===== src/bcc_pkg.sv =====
// ----------------------------------------------------------------------------
// bcc_pkg
// Shared codes and step counts for the binomial coefficient core.
// ----------------------------------------------------------------------------
package bcc_pkg;

  localparam int unsigned FieldWidth = 6;
  localparam int unsigned CalcWidth  = 64;
  localparam int unsigned MulSteps   = FieldWidth;
  localparam int unsigned DivSteps   = CalcWidth;

  localparam int unsigned InDataWidth  = 16;
  localparam int unsigned OutDataWidth = 72;

  typedef logic [1:0] status_t;

  localparam status_t StatusOk   = 2'd0;
  localparam status_t StatusNBig = 2'd1;
  localparam status_t StatusKBig = 2'd2;

endpackage


===== src/binomial_coefficient_core.sv =====
// ----------------------------------------------------------------------------
// binomial_coefficient_core
// Computes C(n,k) multiplicatively with a bit-serial multiplier and a
// bit-serial restoring divider; reports status for out-of-range operands.
// ----------------------------------------------------------------------------
// channel  direction  tdata fields (low bit up)                tuser  tlast
// s_axis   in         top_count[5:0], choose_count[11:6]       -      -
// m_axis   out        coefficient[63:0], status[65:64], zero   -      -
//
// Each factor of the product runs a shift-add multiply, then a restoring
// divide by i; error items, k = 0 and k = n+1 go straight to finish.
// One item is in work at a time; a finished result waits in the output
// register while the next item is accepted and worked on.
// Reset sets i and k to one and clears every other register; no clearing pass.
// ----------------------------------------------------------------------------
module binomial_coefficient_core
  import bcc_pkg::*;
#(
  parameter int unsigned RESULT_WIDTH = 64,
  parameter int unsigned N_LIMIT      = 63
) (
  input  logic                    clk_i,
  input  logic                    rst_ni,
  input  logic                    s_axis_tvalid,
  output logic                    s_axis_tready,
  // top_count[5:0], choose_count[11:6], zero fill
  input  logic [InDataWidth-1:0]  s_axis_tdata,
  output logic                    m_axis_tvalid,
  input  logic                    m_axis_tready,
  // coefficient[63:0], status[65:64], zero fill
  output logic [OutDataWidth-1:0] m_axis_tdata
);

  typedef enum logic [1:0] {
    ST_IDLE,
    ST_MUL,
    ST_DIV,
    ST_FINISH
  } state_e;

  state_e                  state_q, state_d;
  logic [FieldWidth-1:0]   n_q, n_d;
  logic [FieldWidth-1:0]   k_q, k_d;
  logic [FieldWidth-1:0]   i_q, i_d;
  logic [FieldWidth-1:0]   mul_q, mul_d;
  logic [FieldWidth-1:0]   cnt_q, cnt_d;
  logic [FieldWidth-1:0]   rem_q, rem_d;
  logic [CalcWidth-1:0]    acc_q, acc_d;
  logic [CalcWidth-1:0]    prod_q, prod_d;
  status_t                 stat_q, stat_d;
  logic                    out_valid_q, out_valid_d;
  logic [RESULT_WIDTH-1:0] out_res_q, out_res_d;
  status_t                 out_stat_q, out_stat_d;

  logic [FieldWidth-1:0]   n_in, k_in;
  logic [FieldWidth:0]     n_plus1;
  logic [FieldWidth:0]     trial;
  logic                    fits;
  logic                    out_free;

  assign n_in     = s_axis_tdata[FieldWidth-1:0];
  assign k_in     = s_axis_tdata[2*FieldWidth-1:FieldWidth];
  assign n_plus1  = {1'b0, n_in} + (FieldWidth+1)'(1);
  assign trial    = {rem_q, prod_q[CalcWidth-1]};
  assign fits     = trial >= {1'b0, i_q};
  assign out_free = !out_valid_q || m_axis_tready;

  assign s_axis_tready = (state_q == ST_IDLE);
  assign m_axis_tvalid = out_valid_q;
  assign m_axis_tdata  = {(OutDataWidth-CalcWidth-2)'(0), out_stat_q,
                          CalcWidth'(out_res_q)};

  always_comb begin
    state_d     = state_q;
    n_d         = n_q;
    k_d         = k_q;
    i_d         = i_q;
    mul_d       = mul_q;
    cnt_d       = cnt_q;
    rem_d       = rem_q;
    acc_d       = acc_q;
    prod_d      = prod_q;
    stat_d      = stat_q;
    out_valid_d = out_valid_q;
    out_res_d   = out_res_q;
    out_stat_d  = out_stat_q;

    if (out_valid_q && m_axis_tready) begin
      out_valid_d = 1'b0;
    end

    case (state_q)
      ST_IDLE: begin
        if (s_axis_tvalid) begin
          n_d    = n_in;
          k_d    = k_in;
          i_d    = FieldWidth'(1);
          mul_d  = n_in;
          cnt_d  = '0;
          prod_d = '0;
          acc_d  = CalcWidth'(1);
          stat_d = StatusOk;
          if (n_in >= FieldWidth'(N_LIMIT)) begin
            stat_d  = StatusNBig;
            acc_d   = '0;
            state_d = ST_FINISH;
          end else if ({1'b0, k_in} > n_plus1) begin
            stat_d  = StatusKBig;
            acc_d   = '0;
            state_d = ST_FINISH;
          end else if ({1'b0, k_in} == n_plus1) begin
            acc_d   = '0;
            state_d = ST_FINISH;
          end else if (k_in == '0) begin
            state_d = ST_FINISH;
          end else begin
            state_d = ST_MUL;
          end
        end
      end
      ST_MUL: begin
        prod_d = {prod_q[CalcWidth-2:0], 1'b0} +
                 (mul_q[FieldWidth-1] ? acc_q : '0);
        mul_d  = {mul_q[FieldWidth-2:0], 1'b0};
        if (cnt_q == FieldWidth'(MulSteps-1)) begin
          cnt_d   = '0;
          rem_d   = '0;
          state_d = ST_DIV;
        end else begin
          cnt_d = cnt_q + FieldWidth'(1);
        end
      end
      ST_DIV: begin
        rem_d  = fits ? FieldWidth'(trial - {1'b0, i_q}) : trial[FieldWidth-1:0];
        prod_d = {prod_q[CalcWidth-2:0], fits};
        if (cnt_q == FieldWidth'(DivSteps-1)) begin
          cnt_d = '0;
          acc_d = {prod_q[CalcWidth-2:0], fits};
          if (i_q == k_q) begin
            state_d = ST_FINISH;
          end else begin
            i_d     = i_q + FieldWidth'(1);
            mul_d   = n_q - i_q;
            prod_d  = '0;
            state_d = ST_MUL;
          end
        end else begin
          cnt_d = cnt_q + FieldWidth'(1);
        end
      end
      ST_FINISH: begin
        if (out_free) begin
          out_valid_d = 1'b1;
          out_res_d   = acc_q[RESULT_WIDTH-1:0];
          out_stat_d  = stat_q;
          state_d     = ST_IDLE;
        end
      end
      default: begin
        state_d = ST_IDLE;
      end
    endcase
  end

  always_ff @(posedge clk_i or negedge rst_ni) begin
    if (!rst_ni) begin
      state_q     <= ST_IDLE;
      out_valid_q <= 1'b0;
      i_q         <= FieldWidth'(1);
      k_q         <= FieldWidth'(1);
      rem_q       <= '0;
      n_q         <= '0;
      mul_q       <= '0;
      cnt_q       <= '0;
      acc_q       <= '0;
      prod_q      <= '0;
      stat_q      <= StatusOk;
      out_res_q   <= '0;
      out_stat_q  <= StatusOk;
    end else begin
      state_q     <= state_d;
      out_valid_q <= out_valid_d;
      i_q         <= i_d;
      k_q         <= k_d;
      rem_q       <= rem_d;
      n_q         <= n_d;
      mul_q       <= mul_d;
      cnt_q       <= cnt_d;
      acc_q       <= acc_d;
      prod_q      <= prod_d;
      stat_q      <= stat_d;
      out_res_q   <= out_res_d;
      out_stat_q  <= out_stat_d;
    end
  end

  a_error_zero: assert property (@(posedge clk_i) disable iff (!rst_ni)
    (out_valid_q && out_stat_q != StatusOk) |-> (out_res_q == '0))
    else $error("error result carries a nonzero coefficient");

  a_rem_below_divisor: assert property (@(posedge clk_i) disable iff (!rst_ni)
    (state_q == ST_DIV) |-> ({1'b0, rem_q} < {1'b0, i_q}))
    else $error("divider remainder not below divisor");

  a_index_range: assert property (@(posedge clk_i) disable iff (!rst_ni)
    (state_q == ST_MUL || state_q == ST_DIV) |-> (i_q != '0 && i_q <= k_q))
    else $error("iteration index out of range");

  a_finish_loads: assert property (@(posedge clk_i) disable iff (!rst_ni)
    (state_q == ST_FINISH && out_free) |=> (out_valid_q && state_q == ST_IDLE))
    else $error("finished result not loaded into output register");

endmodule

===== config.mk =====
export PLATFORM = sky130hd
export DESIGN_NAME = binomial_coefficient_core
export DESIGN_NICKNAME = d
export VERILOG_FILES = /design/src/bcc_pkg.sv /design/src/binomial_coefficient_core.sv
export SDC_FILE = /design/constraint.sdc
export NUM_CORES = 1
export LEC_CHECK = 0
export ABC_CLOCK_PERIOD_IN_PS = 8850
export BUFFER_PORTS_ARGS = -buffer_cell sky130_fd_sc_hd__buf_2
export CORE_ASPECT_RATIO = 0.6
export CORE_MARGIN = 1
export CORE_UTILIZATION = 50
export CTS_CLUSTER_DIAMETER = 50
export DETAILED_ROUTE_END_ITERATION = 12
export GPL_TIMING_DRIVEN = 0
export PLACE_DENSITY = 0.75
export SLEW_MARGIN = 25
export SYNTH_ARGS = -nofsm -noshare
export SYNTH_HDL_FRONTEND = slang
export SYNTH_SLANG_ARGS = --single-unit

===== constraint.sdc =====
create_clock -name clk_i -period 8.85 [get_ports clk_i]
set_input_delay 0.885 -clock clk_i [delete_from_list [all_inputs] [get_ports clk_i]]
set_output_delay 0.885 -clock clk_i [all_outputs]
set_load 0.02 [all_outputs]

==> impl_metrics.csv <==
group,metric,value,unit
clock_network,cts_tree,"yes",
grt,grt_max_degree,94,
timing,drv_slew,0,
cells_and_area,drive_above_1_share,15.6,%
power_and_ir_drop,p_seq_share,48.0,%
power_and_ir_drop,swShare,21.4,%
timing,setup_violations,0,
worst_setup_path,critPathCaptureType,"flop",
grt,antenna_found_initial,0,
clock_network,cts_sinks,235,
clock_network,post_cts_buffers,0,
cells_and_area,finalInstanceArea,0.0164,mm²
synth,syn_inst,1502,
drt,wire_per_inst,19.6,µm
power_and_ir_drop,power.switching,0.478,mW
timing,finClkSkew,0.0120,ns
timing,grt_setup_unrepaired,"no",
floorplan,design.die.area,0.0299,mm²
hold_path,min_path_type,"input port to asynchronous set/reset pin",
synth,synthArstFlopShare,100,%
power_and_ir_drop,p_int,1.76,mW
worst_setup_path,critical_path.max_fanout,10,
floorplan,rows,47,
cells_and_area,fillers,2464,
drt,drc_errors,0,
synth,synth_edf_count,0,
cells_and_area,multiInputGateArea,0.00814,mm²
cells_and_area,area_delta_synth_final,12.6,%
clock_network,cts_buffers,24,
grt,track_usage,26.6,%
drt,drt_iter0_markers,1173,
grt,grt_pass1_vias,11545,
power_and_ir_drop,combPwrFrac,2.1,%
cells_and_area,fin_nets,1728,
outcome,status,"completed",
clock_network,hold_buffers,0,
timing,slew_headroom,36.7,%
drt,wirelength,39400,µm
worst_setup_path,critPathRequiredTime,9.24,ns
power_and_ir_drop,totalPowerFinal,2.24,mW
drt,drt_pass1_iterations,5,
grt,grt_pass1_wl,63700,µm
synth,post_synth_num_cell_types,77,
drt,num_vias,12299,
synth,synth_flop_cell,"dfrtp_1",
power_and_ir_drop,vdd_drop_max,0.141,mV
cells_and_area,n_antenna_cell,0,
power_and_ir_drop,cellLeakagePower,8.08,nW
placement,dpl-instance-area,0.0155,mm²
power_and_ir_drop,power.share.clock,49.9,%
clock_network,clock-root-buffer,"clkbuf_16",
floorplan,ios,94,
synth,synth_area_per_cell,9.70,µm²
worst_setup_path,cp.arrival,5.49,ns
clock_network,cts_resized,0,
worst_setup_path,critical_path_class,"flop to flop",
drt,antenna_left,0,
power_and_ir_drop,p_per_area,136,mW/mm²
floorplan,start_util,51.8,%
synth,yosysWarningCount,0,
placement,dpl.hpwl,30000,µm
drt,drt-vias-per-instance,6.14,
placement,gp_routability_congestion,0.981,
flow_run,maxCapViolCount,0,
floorplan,dieHeight,134,µm
clock_network,clkTransAtPathRegs,0.06,ns
timing,period_minus_slack,5.10,ns
clock_network,insertion_delay,0.54,ns
timing,tightest_slew,0.950,ns
timing,fmax,0.196,GHz
timing,fin_setup_tns,0,ns
worst_setup_path,rrSetupSlack,3.75,ns
synth,ys_seq_elements,235,
floorplan,coreArea,0.0281,mm²
clock_network,clock_path_buffers,3,
clock_network,h-tree-depth,1,
floorplan,die_x,222,µm
timing,layout_worst_path_cycle_share,57.6,%
placement,io_buffers,83,
worst_setup_path,cp-start-kind,"flop",
grt,grt_overflow,0,
cells_and_area,utilization,58.4,%
timing,hold_violations,0,
synth,synthesis.area,0.0146,mm²
synth,ys_seq_area_share,40.4,%
cells_and_area,seqCellArea,0.00588,mm²
## final timing paths
| kind | depth (start not counted) | start | to |
|---|---|---|---|
| min | 1 | rst_ni | prod_q[9]$_DFFE_PN0P_ |
| min in group clk_i | 2 | rem_q[5]$_DFFE_PN0P_ | rem_q[5]$_DFFE_PN0P_ |
| max reg2reg | 14 | mul_q[5]$_DFFE_PN0P_ | prod_q[63]$_DFFE_PN0P_ |
| min reg2reg | 2 | rem_q[5]$_DFFE_PN0P_ | rem_q[5]$_DFFE_PN0P_ |
| max | 14 | mul_q[5]$_DFFE_PN0P_ | prod_q[63]$_DFFE_PN0P_ |
| max in group asynchronous | 2 | rst_ni | out_res_q[39]$_DFFE_PN0P_ |
## through the flow
stage	hold WS, ns	worst slack (ns)	cells
finish	0.322	3.75	2003
global route	0.364	3.68	2003
CTS	0.359	4.01	2003
detailed placement	0.469	4.06	1959
global placement	0.466	2.80	1957
floorplan	0.446	5.69	1507
## kinds of logic after synthesis
family,synth area share [%]
flops,40.4
xor+xnor,4.27
other cells,0.0257
mux,7.02
fa+ha+maj,7.88
compound gates,23.1
simple gates,13.3
buf+inv,3.95
## area by class of cell
type / instances / area share [%]
multi-input cells: 1130 / 49.6
repair buffers: 85 / 2.93
plain buffers: 100 / 2.55
clock buffers: 33 / 4.24
clock inverters: 11 / 1.07
inverters: 42 / 0.961
well taps: 367 / 2.80
flip-flops and latches: 235 / 35.8
## cells in the final DEF (no fill, tap or decap), types with 25 or more instances in the layout
cell type,n
a21o_1,45
nand4_1,27
a22oi_1,56
nand3_1,25
xnor2_1,44
inv_1,42
clkbuf_16,25
o21ai_0,101
a22o_1,63
mux2_2,82
dfrtp_1,233
nand2_1,125
and2_1,67
a21oi_1,92
nor2_1,56
ha_1,87
clkbuf_1,74
buf_2,94
xor2_1,27
## power groups by stage
stage	clock network, mW	logic (mW)	registers (mW)
global placement	0	0.0441	1.09
floorplan	0	0.0140	1.09
global route	1.17	0.0542	1.07
CTS	1.14	0.0484	1.07
detailed placement	0	0.0483	1.09
finish	1.12	0.0469	1.07
## registers in the layout, indices dropped and copies added, names as in the netlist
register and flops:
out_res_q 64, out_stat_q 2, n_q 6, mul_q 6, m_axis_tvalid 1, rem_q 6
i_q 6, acc_q 64, prod_q 64, state_q 2, stat_q 2, k_q 6
cnt_q 6
## synth_stat cells (3+ instances only)
cell type | instances | area [µm²]
inv_1 | 42 | 158
nor3b_1 | 4 | 30.0
nand2_1 | 125 | 469
dfrtp_1 | 233 | 5830
a211oi_1 | 7 | 52.6
fa_1 | 3 | 60.1
nor3_1 | 24 | 120
mux2_2 | 82 | 923
clkbuf_1 | 70 | 263
a22oi_1 | 56 | 420
or3_1 | 3 | 18.8
a21oi_1 | 92 | 460
o31ai_1 | 9 | 67.6
a221o_1 | 3 | 30.0
buf_4 | 7 | 52.6
a41oi_1 | 3 | 26.3
o21ai_1 | 18 | 90.1
xnor2_1 | 44 | 385
o211ai_1 | 7 | 52.6
o31ai_2 | 4 | 50.1
nand3_1 | 25 | 125
buf_1 | 10 | 37.5
nor2b_1 | 7 | 43.8
nor4_1 | 4 | 25.0
nand2b_1 | 12 | 75.1
nand4_1 | 27 | 169
o21ai_0 | 101 | 505
and3_1 | 15 | 93.8
buf_2 | 12 | 60.1
o221ai_1 | 3 | 26.3
nor2_1 | 56 | 210
o21bai_1 | 17 | 128
xor2_1 | 27 | 236
o21a_1 | 9 | 67.6
a22o_1 | 63 | 552
mux2i_1 | 10 | 100
o22ai_1 | 3 | 18.8
a32oi_1 | 3 | 26.3
a21boi_0 | 5 | 37.5
and2_1 | 67 | 419
a21o_1 | 45 | 338
ha_1 | 87 | 1090
a221oi_1 | 10 | 87.6
## worst max-delay path: stages (launching register included)
cell and delay, ns:
dfrtp_1 0.38, clkbuf_1 0.70, clkbuf_1 0.48, nand2_1 0.21
fa_1 0.46, nor2b_1 0.13, o21ai_1 0.09, a21oi_1 0.23
o211ai_1 0.15, a211oi_1 0.65, nor2_1 0.22, o31ai_1 0.70
a211oi_1 0.25, mux2i_1 0.20, o21ai_0 0.09
## per-layer routing
metal,track usage [%],wire length (µm)
met5,0,0
met4,5.82,792
met3,5.81,3550
met2,36.2,15400
met1,42.4,19600
Power figures use the tool's default switching activity.
